`src/rtl/projective_warp_bilinear_sampler_unit_defines.svh`:
```
// Assertion macros for the projective warp sampler.
`ifndef PROJECTIVE_WARP_BILINEAR_SAMPLER_UNIT_DEFINES_SVH
`define PROJECTIVE_WARP_BILINEAR_SAMPLER_UNIT_DEFINES_SVH
`ifndef SYNTHESIS
`define PWBS_ASSERT(lbl, prop, msg) \
	lbl: assert property (@(posedge clk) disable iff (!arst_n) (prop)) else $error(msg);
`define PWBS_ASSERT_NEXT(lbl, ante, cons, msg) \
	lbl: assert property (@(posedge clk) disable iff (!arst_n) (ante) |=> (cons)) \
		else $error(msg);
`else
`define PWBS_ASSERT(lbl, prop, msg)
`define PWBS_ASSERT_NEXT(lbl, ante, cons, msg)
`endif
`endif

```
`src/rtl/pwbs_pkg.sv`:
```
`timescale 1ns / 1ps
`default_nettype none
package pwbs_pkg;
	localparam int TEX_DEPTH = 65536;
	localparam int TEX_AW = $clog2(TEX_DEPTH);
	localparam int MAX_ROW = 4096;
	localparam int SUM_W = 48;
	localparam int DVD_W = SUM_W + 10;
	localparam int QUO_W = DVD_W + 1;
	localparam int CNT_W = $clog2(DVD_W);

	typedef enum logic [2:0] {
		REG_STEP_X, REG_STEP_Y, REG_STEP_W, REG_ORIGIN_X,
		REG_ORIGIN_Y, REG_TEX_WIDTH, REG_TEX_HEIGHT, REG_SMOOTH
	} reg_idx_t;

	typedef enum logic [1:0] {
		OP_WRITE = 2'd0,
		OP_BEGIN = 2'd1,
		OP_PIXEL = 2'd2,
		OP_NONE  = 2'd3
	} opcode_t;

	typedef enum logic [3:0] {
		S_IDLE, S_DIV, S_COORD, S_CLAMP, S_ADDR, S_RD0, S_RD1, S_RD2,
		S_RD3, S_RD4, S_BLEND_A, S_BLEND_B, S_DONE
	} state_t;

	typedef struct packed {
		logic start;
		logic done;
	} div_ctl_t;
endpackage
`default_nettype wire

```
`src/rtl/pwbs_div.sv`:
```
`timescale 1ns / 1ps
`default_nettype none
// Signed (num << 10) / den, restoring, one quotient bit per cycle.
module pwbs_div (
	input  wire logic                             clk,
	input  wire logic                             arst_n,
	input  wire logic                             start,
	input  wire logic signed [pwbs_pkg::SUM_W-1:0] num,
	input  wire logic signed [pwbs_pkg::SUM_W-1:0] den,
	output logic                                  done,
	output logic signed [pwbs_pkg::QUO_W-1:0]     quot
);
	localparam int SW = pwbs_pkg::SUM_W;
	localparam int DW = pwbs_pkg::DVD_W;
	localparam int QW = pwbs_pkg::QUO_W;
	localparam int CW = pwbs_pkg::CNT_W;

	logic          run_q, fin_q, done_q;
	logic [CW-1:0] cnt_q;
	logic [SW:0]   rem_q;
	logic [SW-1:0] ad_q;
	logic [DW-1:0] dvd_q, quo_q;
	logic          neg_q, dzero_q, npos_q, nneg_q;
	logic [SW-1:0] an, ad;
	logic [SW:0]   rem_sh;
	logic [SW+1:0] diff;
	logic          ge;

	always_comb begin
		an = num[SW-1] ? SW'(-num) : SW'(num);
		ad = den[SW-1] ? SW'(-den) : SW'(den);
		rem_sh = {rem_q[SW-1:0], dvd_q[DW-1]};
		diff = {1'b0, rem_sh} - {2'b00, ad_q};
		ge = !diff[SW+1];
	end

	always_ff @(posedge clk or negedge arst_n) begin
		if (!arst_n) begin
			run_q <= 1'b0;
			fin_q <= 1'b0;
			done_q <= 1'b0;
			cnt_q <= '0;
		end else begin
			done_q <= fin_q;
			fin_q <= 1'b0;
			if (start) begin
				run_q <= 1'b1;
				cnt_q <= '0;
			end else if (run_q) begin
				cnt_q <= cnt_q + 1'b1;
				if (cnt_q == CW'(DW - 1)) begin
					run_q <= 1'b0;
					fin_q <= 1'b1;
				end
			end
		end
	end

	always_ff @(posedge clk) begin
		if (start) begin
			rem_q <= '0;
			ad_q <= ad;
			dvd_q <= {an, 10'b0};
			neg_q <= num[SW-1] ^ den[SW-1];
			dzero_q <= (den == '0);
			npos_q <= !num[SW-1] && (num != '0);
			nneg_q <= num[SW-1];
		end else if (run_q) begin
			rem_q <= ge ? diff[SW:0] : rem_sh;
			quo_q <= {quo_q[DW-2:0], ge};
			dvd_q <= {dvd_q[DW-2:0], 1'b0};
		end
		if (fin_q) begin
			if (dzero_q) begin
				quot <= npos_q ? (QW'(1) <<< (DW - 1)) :
					nneg_q ? -(QW'(1) <<< (DW - 1)) : '0;
			end else begin
				quot <= neg_q ? -$signed({1'b0, quo_q}) : $signed({1'b0, quo_q});
			end
		end
	end

	assign done = done_q;
endmodule
`default_nettype wire

```
`config.mk`:
```
export PLATFORM = sky130hd
export DESIGN_NAME = pwbs_div
export DESIGN_NICKNAME = d
export VERILOG_FILES = /design/src/rtl/projective_warp_bilinear_sampler_unit_defines.svh /design/src/rtl/pwbs_pkg.sv /design/src/rtl/pwbs_div.sv
export SDC_FILE = /design/constraint.sdc
export NUM_CORES = 1
export LEC_CHECK = 0
export ABC_AREA = 1
export BUFFER_PORTS_ARGS = -buffer_cell sky130_fd_sc_hd__buf_2
export CAP_MARGIN = 20
export CORE_ASPECT_RATIO = 0.9
export CORE_MARGIN = 2
export CORE_UTILIZATION = 50
export DETAILED_ROUTE_END_ITERATION = 6
export GPL_TIMING_DRIVEN = 0
export PLACE_DENSITY = 0.69
export SLEW_MARGIN = 40
export SYNTH_ARGS = -nofsm -noshare
export SYNTH_HDL_FRONTEND = slang
export SYNTH_SLANG_ARGS = --single-unit
```
`constraint.sdc`:
```
create_clock -name clk -period 5.15 [get_ports clk]
set_input_delay 1.03 -clock clk [delete_from_list [all_inputs] [get_ports clk]]
set_output_delay 1.03 -clock clk [all_outputs]
set_load 0.01 [all_outputs]
```
==> results.py, run 1 <==
metrics = {
    "run_status": {
        "status": "finished, final reports clean",
    },
    "worst_setup_path": {
        "critPathCaptureType": "register",
        "critPathRequiredTime_ps": 5480,
        "r2r-end": "rem_q[17]",
        "critPathMaxFanout": 53,
        "rrSetupSlack_ps": 2350,
        "worst_ep_arrival_time_ps": 3340,
        "reg2reg_depth": 16,
        "critical_path_class": "in2reg",
        "cp-start-kind": "input port",
        "reg2reg_from": "ad_q[28]",
    },
    "power_and_ir_drop": {
        "cellLeakagePower_nw": 10.45,
        "peakVddDrop_mv": 0.2459,
        "pwr_density_cell_nw_per_um2": 255.4,
    },
    "yosys": {
        "avgSynthCellArea_um2": 6.894,
        "yosysSeqAreaShare_pct": 39.73,
        "ys_ff_latch": 274,
        "synth_cell_type_count": 49,
        "syn-cell-area_um2": 19390,
        "synth.area.top_cells": "edfxtp_1, nand2_1, inv_1",
        "yosysTopAreaCell": "edfxtp_1",
        "synth-edff-count": 217,
        "synthArstFlopShare_pct": 3.285,
        "synth_top_area_share_pct": 33.61,
        "ys_warn_count": 0,
        "synthFlopType": "edfxtp_1",
        "syn-num-nets": 2965,
        "syn_inst": 2812,
    },
    "worst_hold_path": {
        "hold_path_class": "in2async",
    },
    "detailed_routing": {
        "drt_iter0_markers": 1875,
        "drt_wl_total_um": 61570,
        "drc": 0,
        "ant_nets": 0,
        "routed_via_density": 5.358,
        "wire_per_inst_um": 17.50,
        "route.vias.total": 18860,
        "drtPass1Iterations": 5,
    },
    "clocking": {
        "postCtsSetupBuffers": 0,
        "clk_path_buf_depth": 3,
        "post_cts_resized": 0,
        "hold_buffers": 0,
        "clock_latency_ps": 590,
        "numCtsBuffers": 31,
        "clk_pin_slew_ps": 60,
        "root_buffer": "clkbuf_16",
        "cts_sinks": 274,
        "cts_tree": "yes",
        "h-tree-depth": 1,
    },
    "placed_design": {
        "place.gp.congestion": 0.9925,
        "dp_hpwl_um": 49650,
        "dp_cells": 3462,
        "placed_area_um2": 20870,
        "port-buffer-count": 157,
    },
    "floorplanning": {
        "rows": 68,
        "pin_count": 159,
        "core-area_um2": 38290,
        "die_area_um2": 40360,
        "start_util_pct": 50.63,
        "die_y_um": 190.8,
        "die_w_um": 211.6,
    },
    "sta": {
        "slew_headroom_pct": 49.55,
        "hold_viol_final": 0,
        "period_needed_ps": 3015,
        "clock_skew_ps": 22.92,
        "setup_viol": 0,
        "slew_viol_final": 0,
        "rsz0062_at_grt": "false",
        "worst_slew_pin_slew_ps": 753.9,
        "finalSetupTns_ps": 0,
        "post-route-period-util_pct": 58.55,
        "fmax_mhz": 331.6,
    },
    "global_route": {
        "overflow": 0,
        "grt_pass1_wl_um": 95540,
        "grt_max_degree": 54,
        "globalRouteTotalUtil_pct": 30.48,
        "grt_antenna_before_repair": 0,
        "grt_pass1_vias": 17410,
    },
    "finish": {
        "final_area_um2": 21870,
        "stdcell_count": 3519,
        "num_antenna_cells": 0,
        "layout-drive-gt1-share_pct": 8.320,
        "layout.nets": 3158,
        "layout_common_cells": "nand2_1, inv_1, nor2_1",
        "area_growth_pct": 12.84,
        "final_util_pct": 57.13,
        "layout_commonest_cell": "nand2_1",
    },
    "flow_run": {
        "maxCapViolCount": 0,
    },
}
==> through the flow <==
stage                     power [W]  hold WS, ps  worst slack [ps]
after floorplan            0.003125        426.4              1527
after global routing       0.005797        306.8              1997
final                      0.005587        299.8              2135
after CTS                  0.005602        287.8              2168
after global placement     0.003417        434.8            -280.8
after detailed placement   0.003428        440.7              1592
==> cell type report <==
class / instances / area (um^2)
clock buffer: 43 / 912.1
buffer: 63 / 302.8
timing repair buffer: 160 / 855.8
tap: 490 / 613.1
sequential: 274 / 7706
fill: 3762 / 16410
clock inverter: 14 / 96.34
multi-input combinational: 2009 / 9639
inverter: 466 / 1749
==> registers in the layout, summed over array words and instances, names as in the netlist <==
register,flops
done,1
nneg_q,1
quot,59
quo_q,58
ad_q,48
fin_q,1
rem_q,48
dzero_q,1
cnt_q,6
neg_q,1
dvd_q,48
run_q,1
npos_q,1
==> cell usage after synthesis (all sizes together) (2+ instances only) <==
cell type	n
nor2	340
ha	53
a31oi	11
o21ai	102
and2	5
nand4	38
a21oi	94
clkinv	2
xor2	66
nor4	11
and3	5
clkbuf	43
o21a	3
edfxtp	217
nand3	218
inv	464
dfxtp	48
xnor2	45
nor3b	2
a21o	2
o31ai	3
o21bai	5
o211ai	2
buf	20
nand2	898
or2	6
nor3	64
dfrtp	9
nand3b	30
==> routing by layer <==
metal	routed length (um)	track usage [%]	vias to the layer above
met4	938	5.417	0
met3	5167	4.957	59
met1	29560	46.37	8740
met5	0	0	-
li1	-	-	9332
met2	25900	45.85	725
==> how the worst max path moves through the flow <==
stage                     startpoint        end  slack, ps
after global placement         start  dvd_q[10]       -280
final                          start  dvd_q[57]       2130
after global routing           start  dvd_q[57]       2000
after floorplan                start   quo_q[0]       1530
after detailed placement       start  dvd_q[57]       1590
after CTS                      start  dvd_q[57]       2170
==> critical path, stage by stage <==
cell	delay, ps
buf_4	530
clkbuf_1	300
clkinv_1	420
nor4_1	440
nand2_1	150
o41ai_1	460
==> cells by family (layout without fill, tap and decap cells) <==
kind of cell / count (synthesis) / in the layout / synth area share [%]
and+or+nand+nor: 1618 / 1618 / 34.96
xor gates and xnor gates: 111 / 111 / 5.015
AOI/OAI and AO/OA: 226 / 226 / 6.222
DFF: 274 / 274 / 39.73
buffers and inverters: 529 / 746 / 10.55
adders and majority gates: 54 / 54 / 3.524
==> where the power goes <==
group          internal (W)  total (W)  switching (W)
sequential          0.00253    0.00260      0.0000641
clock               0.00124    0.00218       0.000943
combinational      0.000249   0.000809       0.000560
total               0.00402    0.00559        0.00157
No activity file was read; power rests on OpenSTA's default activity.
==> inputs of run 2 (changes only) <==
==> constraint.sdc (replaced) <==
create_clock -name clk -period 3 [get_ports clk]
set_input_delay 0.6 -clock clk [delete_from_list [all_inputs] [get_ports clk]]
set_output_delay 0.6 -clock clk [all_outputs]
set_load 0.01 [all_outputs]
==> run 2 against run 1 <==
Compared with the run above: register-to-register slack got worse by 2200 ps; die area did not move; clock power rose by 88%; largest cell class unchanged.
==> results.py, run 2 (synthesis results as in run 1) <==
metrics = {
    "worst_setup_path": {
        "critPathRequiredTime_ps": 3470,
        "cpMaxStageDelayCell": "edfxtp_1",
        "worst_ep_arrival_time_ps": 3270,
        "path_common_cell": "nand2_1",
        "rrSetupSlack_ps": 200,
        "critical_path_class": "reg2reg",
        "reg2reg_depth": 16,
        "critPathMaxStageDelay_ps": 380,
        "critPathMaxFanout": 10,
        "reg2reg_from": "ad_q[27]",
        "endpoint": "rem_q[5]",
        "crit_chain": "inv_1 > ha_1 > nand2_1 > inv_1 > nand2_1 > inv_1 > nand2_1 > inv_1 > nand2_1 > nand2_1 > a21oi_4 > buf_4 > buf_4 > nand3_1 > nand3_1 > o21ai_0",
        "crit_start": "ad_q[27]",
        "cp-start-kind": "register",
        "critPathCaptureType": "register",
        "r2r-end": "rem_q[5]",
    },
    "sta": {
        "clock_skew_ps": 15.80,
        "slew_headroom_pct": 49.19,
        "setup_viol": 0,
        "slew_viol_final": 0,
        "post-route-period-util_pct": 93.47,
        "period_needed_ps": 2804,
        "worst_slew_pin_slew_ps": 762.1,
        "rsz0062_at_grt": "false",
        "fmax_mhz": 356.6,
        "holdWs_ps": 227.3,
        "hold_viol_final": 0,
    },
    "clocking": {
        "cts_tree": "yes",
        "numCtsBuffers": 30,
        "clk_path_buf_depth": 3,
        "clock_latency_ps": 590,
        "clk_pin_slew_ps": 60,
        "h-tree-depth": 1,
        "cts_sinks": 274,
        "root_buffer": "clkbuf_16",
    },
    "placed_design": {
        "place.gp.congestion": 0.9904,
        "dp_hpwl_um": 49810,
        "port-buffer-count": 157,
    },
    "detailed_routing": {
        "wire_per_inst_um": 17.61,
        "drc": 0,
        "routed_via_density": 5.316,
        "route.vias.total": 18700,
        "drt_wl_total_um": 61960,
        "drtPass1Iterations": 6,
        "drt_iter0_markers": 1672,
        "ant_nets": 0,
    },
    "finish": {
        "area_growth_pct": 13.28,
        "num_antenna_cells": 0,
        "layout_commonest_cell": "nand2_1",
        "layout_common_cells": "nand2_1, inv_1, nor2_1",
        "largest_reg_flops": 59,
        "final.fill_count": 3676,
        "reg.largest.list": "quot: 59 flops, quo_q: 58 flops",
        "regMostFlops": "quot",
        "layout.nets": 3157,
        "layout-drive-gt1-share_pct": 8.388,
    },
    "floorplanning": {
        "rows": 68,
        "pin_count": 159,
        "core-area_um2": 38290,
        "die_y_um": 190.8,
        "die_area_um2": 40360,
        "start_util_pct": 50.63,
        "die_w_um": 211.6,
    },
    "flow_run": {
        "maxCapViolCount": 0,
    },
    "power_and_ir_drop": {
        "peakVddDrop_mv": 0.5032,
        "cellLeakagePower_nw": 10.49,
        "pwr_density_cell_nw_per_um2": 452.5,
        "power_w": 0.009937,
    },
    "worst_hold_path": {
        "holdPathStages": 1,
        "hold_path_class": "in2reg",
        "hp-start": "num[47]",
    },
    "global_route": {
        "grt_pass1_wl_um": 96260,
        "grt_pass1_vias": 17600,
        "grt_antenna_before_repair": 0,
        "grt_max_degree": 68,
        "globalRouteTotalUtil_pct": 30.77,
        "overflow": 0,
    },
    "run_status": {
        "status": "finished, final reports clean",
    },
}
## run 2: changes by cell type in the layout (fill, tap and decap cells not counted), sizes merged
cell         previous run  this run
clkinvlp                4         1
clkinv                  8        16
buf                   180       179
inv                   468       465
dlygate4sd3             0         1
clkbuf                 86        76
bufinv                  0         7
## run 2: how the worst min path moves through the flow
| stage | end |
|---|---|
| 2_1_floorplan | cnt_q[0] |
| 3_3_place_gp | quo_q[2] |
| 3_5_place_dp | quo_q[51] |
| 4_1_cts | nneg_q |
| 5_1_grt | nneg_q |
| 6_report | nneg_q |
## run 2: power by group
part | internal (W) | leakage (nW) | switching (W) | total [W]
Sequential | 0.00435 | 2.64 | 0.000111 | 0.00446
Combinational | 0.000427 | 7.32 | 0.000955 | 0.00138
Clock | 0.00246 | 0.532 | 0.00164 | 0.00410
## run 2: metrics by stage
step           setup TNS [ps]  worst slack [ps]  std cells  instance area (um^2)  utilization, %
2_1_floorplan               0             44.07       2812                 19390               -
3_3_place_gp          -148550             -1996       3459                 20790           54.29
3_5_place_dp           -388.1            -65.03       3461                 20850           54.44
4_1_cts                     0             231.6       3518                 21950           57.34
5_1_grt                     0             15.73       3518                 21960           57.36
6_report                    0             196.0       3518                 21960           57.36
## run 2: cell type report
cell class	count	area [um^2]	area share (%)
Clock inverter	23	335.3	1.527
Clock buffer	33	762.0	3.470
Tap cell	490	613.1	2.792
Sequential cell	274	7706	35.09
Timing Repair Buffer	160	838.3	3.817
Multi-Input combinational cell	2009	9648	43.93
Buffer	63	309.0	1.407
Inverter	466	1749	7.965
## run 2: repair_timing
| action | 4_1_cts | 5_1_grt |
|---|---|---|
| buffers inserted | 0 | 0 |
| gates resized for setup | 0 | 3 |
| endpoints found under the hold margin | 9 | 0 |
| endpoints found under the setup margin | 0 | 4 |
| hold buffers | 1 | 0 |
## run 2: critical path, delay by kind of cell, from the launching register on
family          cells  cell delay (ps)
buf+inv             6              830
simple gates        7              810
compound gates      2              340
flops               1              380
fa+ha+maj           1              320
## run 2: metal layers
layer / track usage [%] / wire length [um]
met3: 4.529 / 4632
met4: 7.015 / 1279
met1: 46.73 / 30350
met2: 46.05 / 25700
met5: 0 / 0
